File: src/sv/ssi_pkg.sv
// shared types, sizes and helpers of the sorted set unit
`timescale 1ns / 1ps
`default_nettype none
package ssi_pkg;

  localparam int CAPACITY = 32;
  localparam int IDX_W    = $clog2(CAPACITY);
  localparam int CNT_W    = $clog2(CAPACITY + 1);
  localparam int VAL_W    = 32;
  localparam int OPC_W    = 2;
  localparam int STAT_W   = 3;
  localparam int SCNT_W   = 6;

  typedef enum logic [OPC_W-1:0] {
    OP_INSERT    = 2'd0,
    OP_DELETE    = 2'd1,
    OP_LIST_DESC = 2'd2,
    OP_LIST_ASC  = 2'd3
  } opcode_t;

  typedef enum logic [STAT_W-1:0] {
    ST_INSERTED  = 3'd0,
    ST_DUPLICATE = 3'd1,
    ST_REMOVED   = 3'd2,
    ST_NOTFOUND  = 3'd3,
    ST_EMPTY     = 3'd4,
    ST_FULL      = 3'd5,
    ST_ELEMENT   = 3'd6
  } status_t;

  typedef enum logic [1:0] {
    K_INSERT = 2'd0,
    K_DELETE = 2'd1,
    K_LIST   = 2'd2
  } kind_t;

  // classified command handed from front to back
  typedef struct packed {
    kind_t                    kind;
    logic                     ascending;
    logic signed [VAL_W-1:0]  value;
  } cmd_t;

  typedef enum logic [3:0] {
    B_IDLE,
    B_SRD,
    B_SCHK,
    B_ISH_RD,
    B_ISH_WR,
    B_DSH_RD,
    B_DSH_WR,
    B_LRD,
    B_LEM,
    B_FIN
  } bstate_t;

  // count reported in the result, kept to its low bits
  function automatic logic [SCNT_W-1:0] count_field(input logic [CNT_W-1:0] c);
    logic [CNT_W+SCNT_W-1:0] e;
    e = {{SCNT_W{1'b0}}, c};
    return e[SCNT_W-1:0];
  endfunction

endpackage
`default_nettype wire

File: src/sv/ssi_if.sv
// valid/ready channel interfaces for commands and results
`timescale 1ns / 1ps
`default_nettype none
interface ssi_in_if import ssi_pkg::*; ();
  logic                    valid;
  logic                    ready;
  logic [OPC_W-1:0]        opcode;
  logic signed [VAL_W-1:0] operand_value;

  modport source (output valid, output opcode, output operand_value, input ready);
  modport sink   (input valid, input opcode, input operand_value, output ready);
endinterface

interface ssi_out_if import ssi_pkg::*; ();
  logic                    valid;
  logic                    ready;
  logic [STAT_W-1:0]       status;
  logic signed [VAL_W-1:0] element_value;
  logic [SCNT_W-1:0]       stored_count;
  logic                    last;

  modport source (output valid, output status, output element_value, output stored_count,
                  output last, input ready);
  modport sink   (input valid, input status, input element_value, input stored_count,
                  input last, output ready);
endinterface
`default_nettype wire

File: src/sv/ssi_front.sv
// front end: accepts items, decodes the opcode and queues commands
`timescale 1ns / 1ps
`default_nettype none
module ssi_front import ssi_pkg::*; (
  input  logic   clk,
  input  logic   rst_n,
  ssi_in_if.sink in_ch,
  output logic   cmd_valid,
  output cmd_t   cmd,
  input  logic   cmd_pop
);

  cmd_t       q_r [2];
  logic       wp_r, wp_nxt;
  logic       rp_r, rp_nxt;
  logic [1:0] fill_r, fill_nxt;
  logic       push;
  cmd_t       dec;

  assign in_ch.ready = (fill_r != 2'd2);
  assign push        = in_ch.valid && in_ch.ready;
  assign cmd_valid   = (fill_r != 2'd0);
  assign cmd         = q_r[rp_r];

  // list commands carry a zero operand, the echo of an empty listing
  always_comb begin
    dec.value     = in_ch.operand_value;
    dec.ascending = 1'b0;
    unique case (opcode_t'(in_ch.opcode))
      OP_INSERT:    dec.kind = K_INSERT;
      OP_DELETE:    dec.kind = K_DELETE;
      OP_LIST_DESC: begin
        dec.kind  = K_LIST;
        dec.value = '0;
      end
      OP_LIST_ASC: begin
        dec.kind      = K_LIST;
        dec.ascending = 1'b1;
        dec.value     = '0;
      end
      default: begin
        dec.kind  = K_LIST;
        dec.value = '0;
      end
    endcase
  end

  always_comb begin
    wp_nxt   = push ? ~wp_r : wp_r;
    rp_nxt   = cmd_pop ? ~rp_r : rp_r;
    fill_nxt = fill_r + {1'b0, push} - {1'b0, cmd_pop};
  end

  always_ff @(posedge clk) begin
    if (!rst_n) begin
      wp_r   <= 1'b0;
      rp_r   <= 1'b0;
      fill_r <= 2'd0;
    end else begin
      wp_r   <= wp_nxt;
      rp_r   <= rp_nxt;
      fill_r <= fill_nxt;
    end
  end

  always_ff @(posedge clk) begin
    if (push) q_r[wp_r] <= dec;
  end

endmodule
`default_nettype wire

File: src/sv/ssi_back.sv
// back end: ordered store, search and shift sequencer, result register
`timescale 1ns / 1ps
`default_nettype none
module ssi_back import ssi_pkg::*; (
  input  logic      clk,
  input  logic      rst_n,
  input  logic      cmd_valid,
  input  cmd_t      cmd,
  output logic      cmd_pop,
  ssi_out_if.source out_ch
);

  logic signed [VAL_W-1:0] mem [CAPACITY];
  logic signed [VAL_W-1:0] mem_q;
  logic                    we, re;
  logic [IDX_W-1:0]        waddr, raddr;
  logic signed [VAL_W-1:0] wdata;

  bstate_t                 state_r, state_nxt;
  logic [CNT_W-1:0]        count_r, count_nxt;
  logic [CNT_W-1:0]        idx_r, idx_nxt;
  logic [CNT_W-1:0]        pos_r, pos_nxt;
  logic signed [VAL_W-1:0] v_r, v_nxt;
  kind_t                   kind_r, kind_nxt;
  logic                    asc_r, asc_nxt;
  status_t                 st_r, st_nxt;

  logic                    out_valid_r, out_valid_nxt;
  status_t                 out_st_r, out_st_nxt;
  logic signed [VAL_W-1:0] out_val_r, out_val_nxt;
  logic [SCNT_W-1:0]       out_cnt_r, out_cnt_nxt;
  logic                    out_last_r, out_last_nxt;

  logic                    slot_free, idx_end, full, hit, below, cnt_zero;
  logic [CNT_W-1:0]        idx_inc, idx_dec, list_idx;

  assign slot_free = !out_valid_r || out_ch.ready;
  assign idx_end   = (idx_r == count_r);
  assign full      = (count_r == CNT_W'(CAPACITY));
  assign cnt_zero  = (count_r == '0);
  assign hit       = (mem_q == v_r);
  assign below     = (mem_q < v_r);
  assign idx_inc   = idx_r + 1'b1;
  assign idx_dec   = idx_r - 1'b1;
  assign list_idx  = asc_r ? (count_r - 1'b1 - idx_r) : idx_r;

  assign out_ch.valid         = out_valid_r;
  assign out_ch.status        = out_st_r;
  assign out_ch.element_value = out_val_r;
  assign out_ch.stored_count  = out_cnt_r;
  assign out_ch.last          = out_last_r;

  always_comb begin
    state_nxt = state_r;
    unique case (state_r)
      B_IDLE: begin
        if (cmd_valid) begin
          if (cnt_zero && cmd.kind != K_INSERT) state_nxt = B_FIN;
          else if (cmd.kind == K_LIST)          state_nxt = B_LRD;
          else                                  state_nxt = B_SRD;
        end
      end
      B_SRD: begin
        if (!idx_end)                           state_nxt = B_SCHK;
        else if (kind_r == K_INSERT && !full)   state_nxt = B_ISH_RD;
        else                                    state_nxt = B_FIN;
      end
      B_SCHK: begin
        if (hit)        state_nxt = (kind_r == K_DELETE) ? B_DSH_RD : B_FIN;
        else if (below) state_nxt = (kind_r == K_INSERT && !full) ? B_ISH_RD : B_FIN;
        else            state_nxt = B_SRD;
      end
      B_ISH_RD: state_nxt = (idx_r == pos_r) ? B_FIN : B_ISH_WR;
      B_ISH_WR: state_nxt = B_ISH_RD;
      B_DSH_RD: state_nxt = (idx_inc == count_r) ? B_FIN : B_DSH_WR;
      B_DSH_WR: state_nxt = B_DSH_RD;
      B_LRD:    state_nxt = B_LEM;
      B_LEM: begin
        if (slot_free) state_nxt = (idx_inc == count_r) ? B_IDLE : B_LRD;
      end
      B_FIN: begin
        if (slot_free) state_nxt = B_IDLE;
      end
      default: state_nxt = B_IDLE;
    endcase
  end

  always_comb begin
    count_nxt     = count_r;
    idx_nxt       = idx_r;
    pos_nxt       = pos_r;
    v_nxt         = v_r;
    kind_nxt      = kind_r;
    asc_nxt       = asc_r;
    st_nxt        = st_r;
    out_valid_nxt = out_valid_r && !out_ch.ready;
    out_st_nxt    = out_st_r;
    out_val_nxt   = out_val_r;
    out_cnt_nxt   = out_cnt_r;
    out_last_nxt  = out_last_r;
    cmd_pop       = 1'b0;
    we            = 1'b0;
    re            = 1'b0;
    waddr         = '0;
    raddr         = '0;
    wdata         = '0;
    unique case (state_r)
      B_IDLE: begin
        if (cmd_valid) begin
          cmd_pop  = 1'b1;
          kind_nxt = cmd.kind;
          asc_nxt  = cmd.ascending;
          v_nxt    = cmd.value;
          idx_nxt  = '0;
          st_nxt   = ST_EMPTY;
        end
      end
      B_SRD: begin
        if (!idx_end) begin
          re    = 1'b1;
          raddr = idx_r[IDX_W-1:0];
        end else if (kind_r == K_INSERT) begin
          if (full) st_nxt = ST_FULL;
          else      pos_nxt = count_r;
        end else begin
          st_nxt = ST_NOTFOUND;
        end
      end
      B_SCHK: begin
        if (hit) begin
          if (kind_r == K_DELETE) pos_nxt = idx_r;
          else                    st_nxt  = ST_DUPLICATE;
        end else if (below) begin
          if (kind_r == K_DELETE) begin
            st_nxt = ST_NOTFOUND;
          end else if (full) begin
            st_nxt = ST_FULL;
          end else begin
            pos_nxt = idx_r;
            idx_nxt = count_r;
          end
        end else begin
          idx_nxt = idx_inc;
        end
      end
      B_ISH_RD: begin
        if (idx_r == pos_r) begin
          we        = 1'b1;
          waddr     = pos_r[IDX_W-1:0];
          wdata     = v_r;
          count_nxt = count_r + 1'b1;
          st_nxt    = ST_INSERTED;
        end else begin
          re    = 1'b1;
          raddr = idx_dec[IDX_W-1:0];
        end
      end
      B_ISH_WR: begin
        we      = 1'b1;
        waddr   = idx_r[IDX_W-1:0];
        wdata   = mem_q;
        idx_nxt = idx_dec;
      end
      B_DSH_RD: begin
        if (idx_inc == count_r) begin
          count_nxt = count_r - 1'b1;
          st_nxt    = ST_REMOVED;
        end else begin
          re    = 1'b1;
          raddr = idx_inc[IDX_W-1:0];
        end
      end
      B_DSH_WR: begin
        we      = 1'b1;
        waddr   = idx_r[IDX_W-1:0];
        wdata   = mem_q;
        idx_nxt = idx_inc;
      end
      B_LRD: begin
        re    = 1'b1;
        raddr = list_idx[IDX_W-1:0];
      end
      B_LEM: begin
        if (slot_free) begin
          out_valid_nxt = 1'b1;
          out_st_nxt    = ST_ELEMENT;
          out_val_nxt   = mem_q;
          out_cnt_nxt   = count_field(count_r);
          out_last_nxt  = (idx_inc == count_r);
          idx_nxt       = idx_inc;
        end
      end
      B_FIN: begin
        if (slot_free) begin
          out_valid_nxt = 1'b1;
          out_st_nxt    = st_r;
          out_val_nxt   = v_r;
          out_cnt_nxt   = count_field(count_r);
          out_last_nxt  = 1'b1;
        end
      end
      default: ;
    endcase
  end

  always_ff @(posedge clk) begin
    if (!rst_n) begin
      state_r     <= B_IDLE;
      count_r     <= '0;
      out_valid_r <= 1'b0;
    end else begin
      state_r     <= state_nxt;
      count_r     <= count_nxt;
      out_valid_r <= out_valid_nxt;
    end
  end

  always_ff @(posedge clk) begin
    idx_r      <= idx_nxt;
    pos_r      <= pos_nxt;
    v_r        <= v_nxt;
    kind_r     <= kind_nxt;
    asc_r      <= asc_nxt;
    st_r       <= st_nxt;
    out_st_r   <= out_st_nxt;
    out_val_r  <= out_val_nxt;
    out_cnt_r  <= out_cnt_nxt;
    out_last_r <= out_last_nxt;
  end

  always_ff @(posedge clk) begin
    if (we) mem[waddr] <= wdata;
  end

  always_ff @(posedge clk) begin
    if (re) mem_q <= mem[raddr];
  end

endmodule
`default_nettype wire

File: src/sv/sorted_set_insert_delete_unit.sv
// top level of the sorted set unit: front end, command queue and back end
// insert and delete scan the entries in order and then shift them, each entry read before
//   it is checked or written, since the store has one read port with a registered output
// list: each element is read from the store and then registered as a result
// throughput: one item at a time in the back end, a 2-deep queue absorbs new items
// reset: clears the entry count, the queue and the result valid; the store itself
//   is not cleared, entries past the count are never read
`timescale 1ns / 1ps
`default_nettype none
module sorted_set_insert_delete_unit import ssi_pkg::*; (
  input  logic      clk,
  input  logic      rst_n,
  ssi_in_if.sink    in_ch,
  ssi_out_if.source out_ch
);

  // classified commands waiting for the back end
  logic cmd_valid;
  cmd_t cmd;
  logic cmd_pop;

  // front: decode opcode, buffer up to two commands
  ssi_front u_front (
    .clk       (clk),
    .rst_n     (rst_n),
    .in_ch     (in_ch),
    .cmd_valid (cmd_valid),
    .cmd       (cmd),
    .cmd_pop   (cmd_pop)
  );

  // back: search the descending store, shift entries, emit results
  ssi_back u_back (
    .clk       (clk),
    .rst_n     (rst_n),
    .cmd_valid (cmd_valid),
    .cmd       (cmd),
    .cmd_pop   (cmd_pop),
    .out_ch    (out_ch)
  );

`ifndef SYNTHESIS
  // the back end never takes from an empty queue
  a_pop_valid: assert property (@(posedge clk) disable iff (!rst_n)
    cmd_pop |-> cmd_valid) else $error("command popped from empty queue");

  // a popped command keeps the back end busy, so no pop follows in the next cycle
  a_pop_gap: assert property (@(posedge clk) disable iff (!rst_n)
    cmd_pop |=> !cmd_pop) else $error("back-to-back command pops");

  // only element results may be followed by more results of the same item
  a_single_last: assert property (@(posedge clk) disable iff (!rst_n)
    (out_ch.valid && out_ch.status != ST_ELEMENT) |-> out_ch.last)
    else $error("non-element result without last");

  // no result right after reset
  a_reset_idle: assert property (@(posedge clk)
    !rst_n |=> !out_ch.valid) else $error("result valid after reset");
`endif

endmodule
`default_nettype wire

File: src/flat_wrapper.sv
// flat-port wrapper written by rule: the top's interface ports become plain ports
module sorted_set_insert_delete_unit_flat import ssi_pkg::*;
  (clk, rst_n, in_ch_valid, in_ch_opcode, in_ch_operand_value, in_ch_ready, out_ch_valid, out_ch_status, out_ch_element_value, out_ch_stored_count, out_ch_last, out_ch_ready);
  ssi_in_if in_ch_i ();
  ssi_out_if out_ch_i ();
  input  logic clk;
  input  logic rst_n;
  input wire logic [$bits(in_ch_i.valid)-1:0] in_ch_valid;
  input wire logic [$bits(in_ch_i.opcode)-1:0] in_ch_opcode;
  input wire logic [$bits(in_ch_i.operand_value)-1:0] in_ch_operand_value;
  output wire logic [$bits(in_ch_i.ready)-1:0] in_ch_ready;
  output wire logic [$bits(out_ch_i.valid)-1:0] out_ch_valid;
  output wire logic [$bits(out_ch_i.status)-1:0] out_ch_status;
  output wire logic [$bits(out_ch_i.element_value)-1:0] out_ch_element_value;
  output wire logic [$bits(out_ch_i.stored_count)-1:0] out_ch_stored_count;
  output wire logic [$bits(out_ch_i.last)-1:0] out_ch_last;
  input wire logic [$bits(out_ch_i.ready)-1:0] out_ch_ready;
  assign in_ch_i.valid = in_ch_valid;
  assign in_ch_i.opcode = in_ch_opcode;
  assign in_ch_i.operand_value = in_ch_operand_value;
  assign in_ch_ready = in_ch_i.ready;
  assign out_ch_valid = out_ch_i.valid;
  assign out_ch_status = out_ch_i.status;
  assign out_ch_element_value = out_ch_i.element_value;
  assign out_ch_stored_count = out_ch_i.stored_count;
  assign out_ch_last = out_ch_i.last;
  assign out_ch_i.ready = out_ch_ready;
  sorted_set_insert_delete_unit u_core (.clk(clk), .rst_n(rst_n), .in_ch(in_ch_i), .out_ch(out_ch_i));
endmodule
File: config.mk
export PLATFORM = sky130hd
export DESIGN_NAME = sorted_set_insert_delete_unit_flat
export DESIGN_NICKNAME = d
export VERILOG_FILES = /design/src/sv/ssi_pkg.sv /design/src/sv/ssi_if.sv /design/src/sv/ssi_front.sv /design/src/sv/ssi_back.sv /design/src/sv/sorted_set_insert_delete_unit.sv /design/src/flat_wrapper.sv
export SDC_FILE = /design/constraint.sdc
export NUM_CORES = 2
export LEC_CHECK = 0
export BUFFER_PORTS_ARGS = -buffer_cell sky130_fd_sc_hd__buf_2
export CAP_MARGIN = 20
export CORE_ASPECT_RATIO = 1.2
export CORE_MARGIN = 4
export CORE_UTILIZATION = 45
export CTS_BUF_LIST = sky130_fd_sc_hd__clkbuf_8
export CTS_CLUSTER_DIAMETER = 200
export DETAILED_ROUTE_END_ITERATION = 8
export GPL_ROUTABILITY_DRIVEN = 0
export PLACE_DENSITY = 0.64
export SLEW_MARGIN = 20
export SYNTH_ARGS = -nofsm -noshare
export SYNTH_HDL_FRONTEND = slang
export SYNTH_SLANG_ARGS = --single-unit
export TNS_END_PERCENT = 1
File: constraint.sdc
create_clock -name clk -period 8.4 [get_ports clk]
set_input_delay 0.42 -clock clk [delete_from_list [all_inputs] [get_ports clk]]
set_output_delay 0.42 -clock clk [all_outputs]
set_load 0.05 [all_outputs]
==> results.sh <==
export IMPL_regArea_mm2=0.0369
export IMPL_layout_common_cells="edfxtp_1, nand2_1, nand3_1"
export IMPL_worst_pin_slew_ns=1.12
export IMPL_status="finished, final reports clean"
export IMPL_synth_simple_area_share_pct=11.5
export IMPL_grt_first_pass_wirelength_um=206000
export IMPL_cp_required_ns=8.99
export IMPL_syn2layout_area_growth_pct=11.4
export IMPL_clockRootBuffer="clkbuf_8"
export IMPL_setup_ws_ns=3.13
export IMPL_power_density_mw_per_mm2=324
export IMPL_drv_cap=0
export IMPL_cp_startpoint="u_core.u_back.idx_r[1]"
export IMPL_synth_fa_ha_area_share_pct=1.07
export IMPL_cpLargestDelayFamily="compound AO/OA/AOI/OAI gates"
export IMPL_crit_slowest_cell="nand2_4"
export IMPL_synth_xor_area_share_pct=0.531
export IMPL_yosys_top_cells_area="edfxtp_1, nand2_1, nand3_1"
export IMPL_routedWlPerCell_um=25.8
export IMPL_clock_sinks=1234
export IMPL_ioPinCount=82
export IMPL_fin_cells=5484
export IMPL_syn_inst=3685
export IMPL_worst_path_buf_inv=2
export IMPL_fin_util_pct=50.5
export IMPL_peakVddDrop_v=0.000408
export IMPL_max_stage_delay_ns=0.67
export IMPL_cts_hold_buf=36
export IMPL_fillers=9647
export IMPL_grt_pass1_vias=31500
export IMPL_grt_max_degree=178
export IMPL_crit_path_end_kind="flip-flop"
export IMPL_fmax_ghz=0.190
export IMPL_ant_nets=0
export IMPL_synth_compound_area_share_pct=8.68
export IMPL_ys_dominant_reg_cell="edfxtp_1"
export IMPL_multiInputGateArea_mm2=0.0132
export IMPL_postLayoutCellArea_mm2=0.0570
export IMPL_cts_buffers=191
export IMPL_die_y_um=377
export IMPL_place_ws_ns=3.27
export IMPL_synth_top_family_by_area="simple AND/OR/NAND/NOR gates"
export IMPL_setup_tns_ns=0
export IMPL_worstPathCellList="ha_1, xnor2_1, a221oi_1, nor2_1, o211ai_1, buf_4, nand2_4, buf_4, a211oi_1, a211oi_1, a31oi_1, o22ai_1, or3_1"
export IMPL_clk_path_buf_depth=3
export IMPL_yosysWarnings=0
export IMPL_setup_violations=0
export IMPL_post_cts_buffers=0
export IMPL_drc=0
export IMPL_rsz0062_at_grt="no"
export IMPL_drv_slew=0
export IMPL_ctsHtreeMaxLevel=4
export IMPL_cts_resized=0
export IMPL_via_per_inst=5.95
export IMPL_worstSkewPairLatency_ns=0.87
export IMPL_placed_area_mm2=0.0533
export IMPL_rows=135
export IMPL_antenna_found_initial=3
export IMPL_dp_hpwl_um=75800
export IMPL_path_class="flip-flop to flip-flop"
export IMPL_hold_viol=0
export IMPL_worstHoldStart="in_ch_valid"
export IMPL_clk_pin_slew_ns=0.07
export IMPL_drt_total_wl_um=141000
export IMPL_port_buffers=81
export IMPL_drt_iter0_markers=3886
export IMPL_synth_area_mm2=0.0512
export IMPL_relSlewSlack_pct=25.6
export IMPL_synthArstFlopShare_pct=0
export IMPL_hold_path_class="primary input to flip-flop"
export IMPL_grt_overflow_total=0
export IMPL_r2r_start="u_core.u_back.idx_r[1]"
export IMPL_avgSynthCellArea_um2=13.9
export IMPL_start_util_pct=45.3
export IMPL_worstPathArrival_ns=5.86
export IMPL_p_leak_nw=20.2
export IMPL_seq_area_frac_synth_pct=72.1
export IMPL_die_w_um=316
export IMPL_dp_cells=5107
export IMPL_ys_ff_latch=1234
export IMPL_die_area_mm2=0.119
export IMPL_syn_num_nets=3766
export IMPL_core_region_area_mm2=0.113
export IMPL_synth_edff_count=1218
export IMPL_firstDrtPassIters=5
export IMPL_final_setup_skew_ns=0.0498
export IMPL_yosys_area_top_type="edfxtp_1"
export IMPL_synth_distinct_cells=79
export IMPL_finalCriticalPeriod_ns=5.27
export IMPL_critPathMaxFanout=67
export IMPL_num_vias=32600
export IMPL_muxShareOfSynthArea_pct=3.35
export IMPL_totalPowerFinal_mw=18.4
export IMPL_mostFrequentLayoutCell="edfxtp_1"
export IMPL_tritoncts="yes"
export IMPL_grt_usage_pct=23.3
export IMPL_fin_hold_ws_ns=0.0934
export IMPL_critPathLaunchType="flip-flop"
export IMPL_finalCritPeriodShare_pct=62.7
export IMPL_synth_top_area_share_pct=71.5
export IMPL_nets=3912
export IMPL_drive_gt1_share_pct=13.7
==> worst register-to-register path: stages (launching register included) <==
cell,delay (ns)
edfxtp_1,0.62
ha_1,0.44
xnor2_1,0.14
a221oi_1,0.38
nor2_1,0.18
o211ai_1,0.34
buf_4,0.49
nand2_4,0.69
buf_4,0.60
a211oi_1,0.36
a211oi_1,0.08
a31oi_1,0.22
o22ai_1,0.10
or3_1,0.37
==> flip-flops by register name, summed over array words and instances, names as in the netlist, named ones only <==
signal	flops
u_core.u_back.mem	1024
u_core.u_front.q_r	70
u_core.u_back.mem_q	32
u_core.u_back.out_ch.element_value	32
u_core.u_back.v_r	32
u_core.u_back.count_r	6
u_core.u_back.idx_r	6
u_core.u_back.out_ch.stored_count	6
u_core.u_back.pos_r	6
u_core.u_back.state_r	4
u_core.u_back.out_ch.status	3
u_core.u_back.st_r	3
u_core.u_back.kind_r	2
u_core.u_front.fill_r	2
u_core.u_back.asc_r	1
u_core.u_back.out_ch.last	1
u_core.u_back.out_ch.valid	1
u_core.u_front.rp_r	1
u_core.u_front.wp_r	1
==> Yosys cell counts, types with 12 or more instances <==
cell type / count
and2_1: 15
nor2b_1: 42
a2111oi_0: 14
a31o_2: 15
a211oi_1: 148
xnor2_1: 21
a22o_1: 33
a21o_1: 13
inv_1: 50
buf_2: 82
a311oi_1: 30
or3_1: 17
buf_4: 16
nor2_1: 89
dfxtp_1: 16
edfxtp_1: 1218
nand3_1: 242
clkbuf_1: 118
mux2i_1: 97
ha_1: 42
o21ai_0: 31
a21oi_1: 120
a32o_1: 16
nor3_1: 16
and3_1: 146
mux2_2: 66
buf_6: 16
buf_1: 12
nand2_1: 678
a31oi_1: 71
o22ai_1: 39
o21a_1: 14
==> routing by layer <==
layer | global-route usage (%) | vias up | part of all wire (%) | routed length [um]
met5 | 0 | - | 0.0092 | 13
met4 | 9.58 | 2 | 3.8 | 5410
met3 | 3.51 | 326 | 7.3 | 10300
met2 | 39.0 | 1564 | 49 | 69900
met1 | 30.6 | 16400 | 39 | 55900
li1 | - | 14400 | - | -
==> power breakdown <==
| part | switching, mW | internal [mW] |
|---|---|---|
| Sequential | 0.468 | 7.39 |
| Combinational | 4.18 | 1.93 |
| Clock | 2.32 | 2.15 |
==> path summary, 6_finish.rpt <==
kind | to | slack [ns] | cells after the start
setup / recovery | u_core.u_back.mem_q[20] | 3.13 | 13
hold / removal | u_core.u_front.wp_r | 0.09 | 4
hold reg to reg | u_core.u_back.v_r[10] | 0.52 | 1
setup reg to reg | u_core.u_back.mem_q[20] | 3.13 | 13
==> logic make-up after synthesis <==
| logic type | count (synthesis) |
|---|---|
| compound gates | 624 |
| xor+xnor | 31 |
| fa+ha+maj | 43 |
| buf+inv | 296 |
| flops | 1234 |
| mux | 163 |
| simple gates | 1294 |
==> area by class of cell <==
cell class | count | area share (%)
Timing Repair Buffer | 198 | 2.61
Tap cell | 1507 | 3.31
Clock inverter | 144 | 1.14
Antenna cell | 1 | 0.00439
Multi-Input combinational cell | 2155 | 23.2
Sequential cell | 1234 | 64.7
Inverter | 51 | 0.336
Clock buffer | 194 | 4.68
Note: power is estimated with default switching activity, not from simulation.
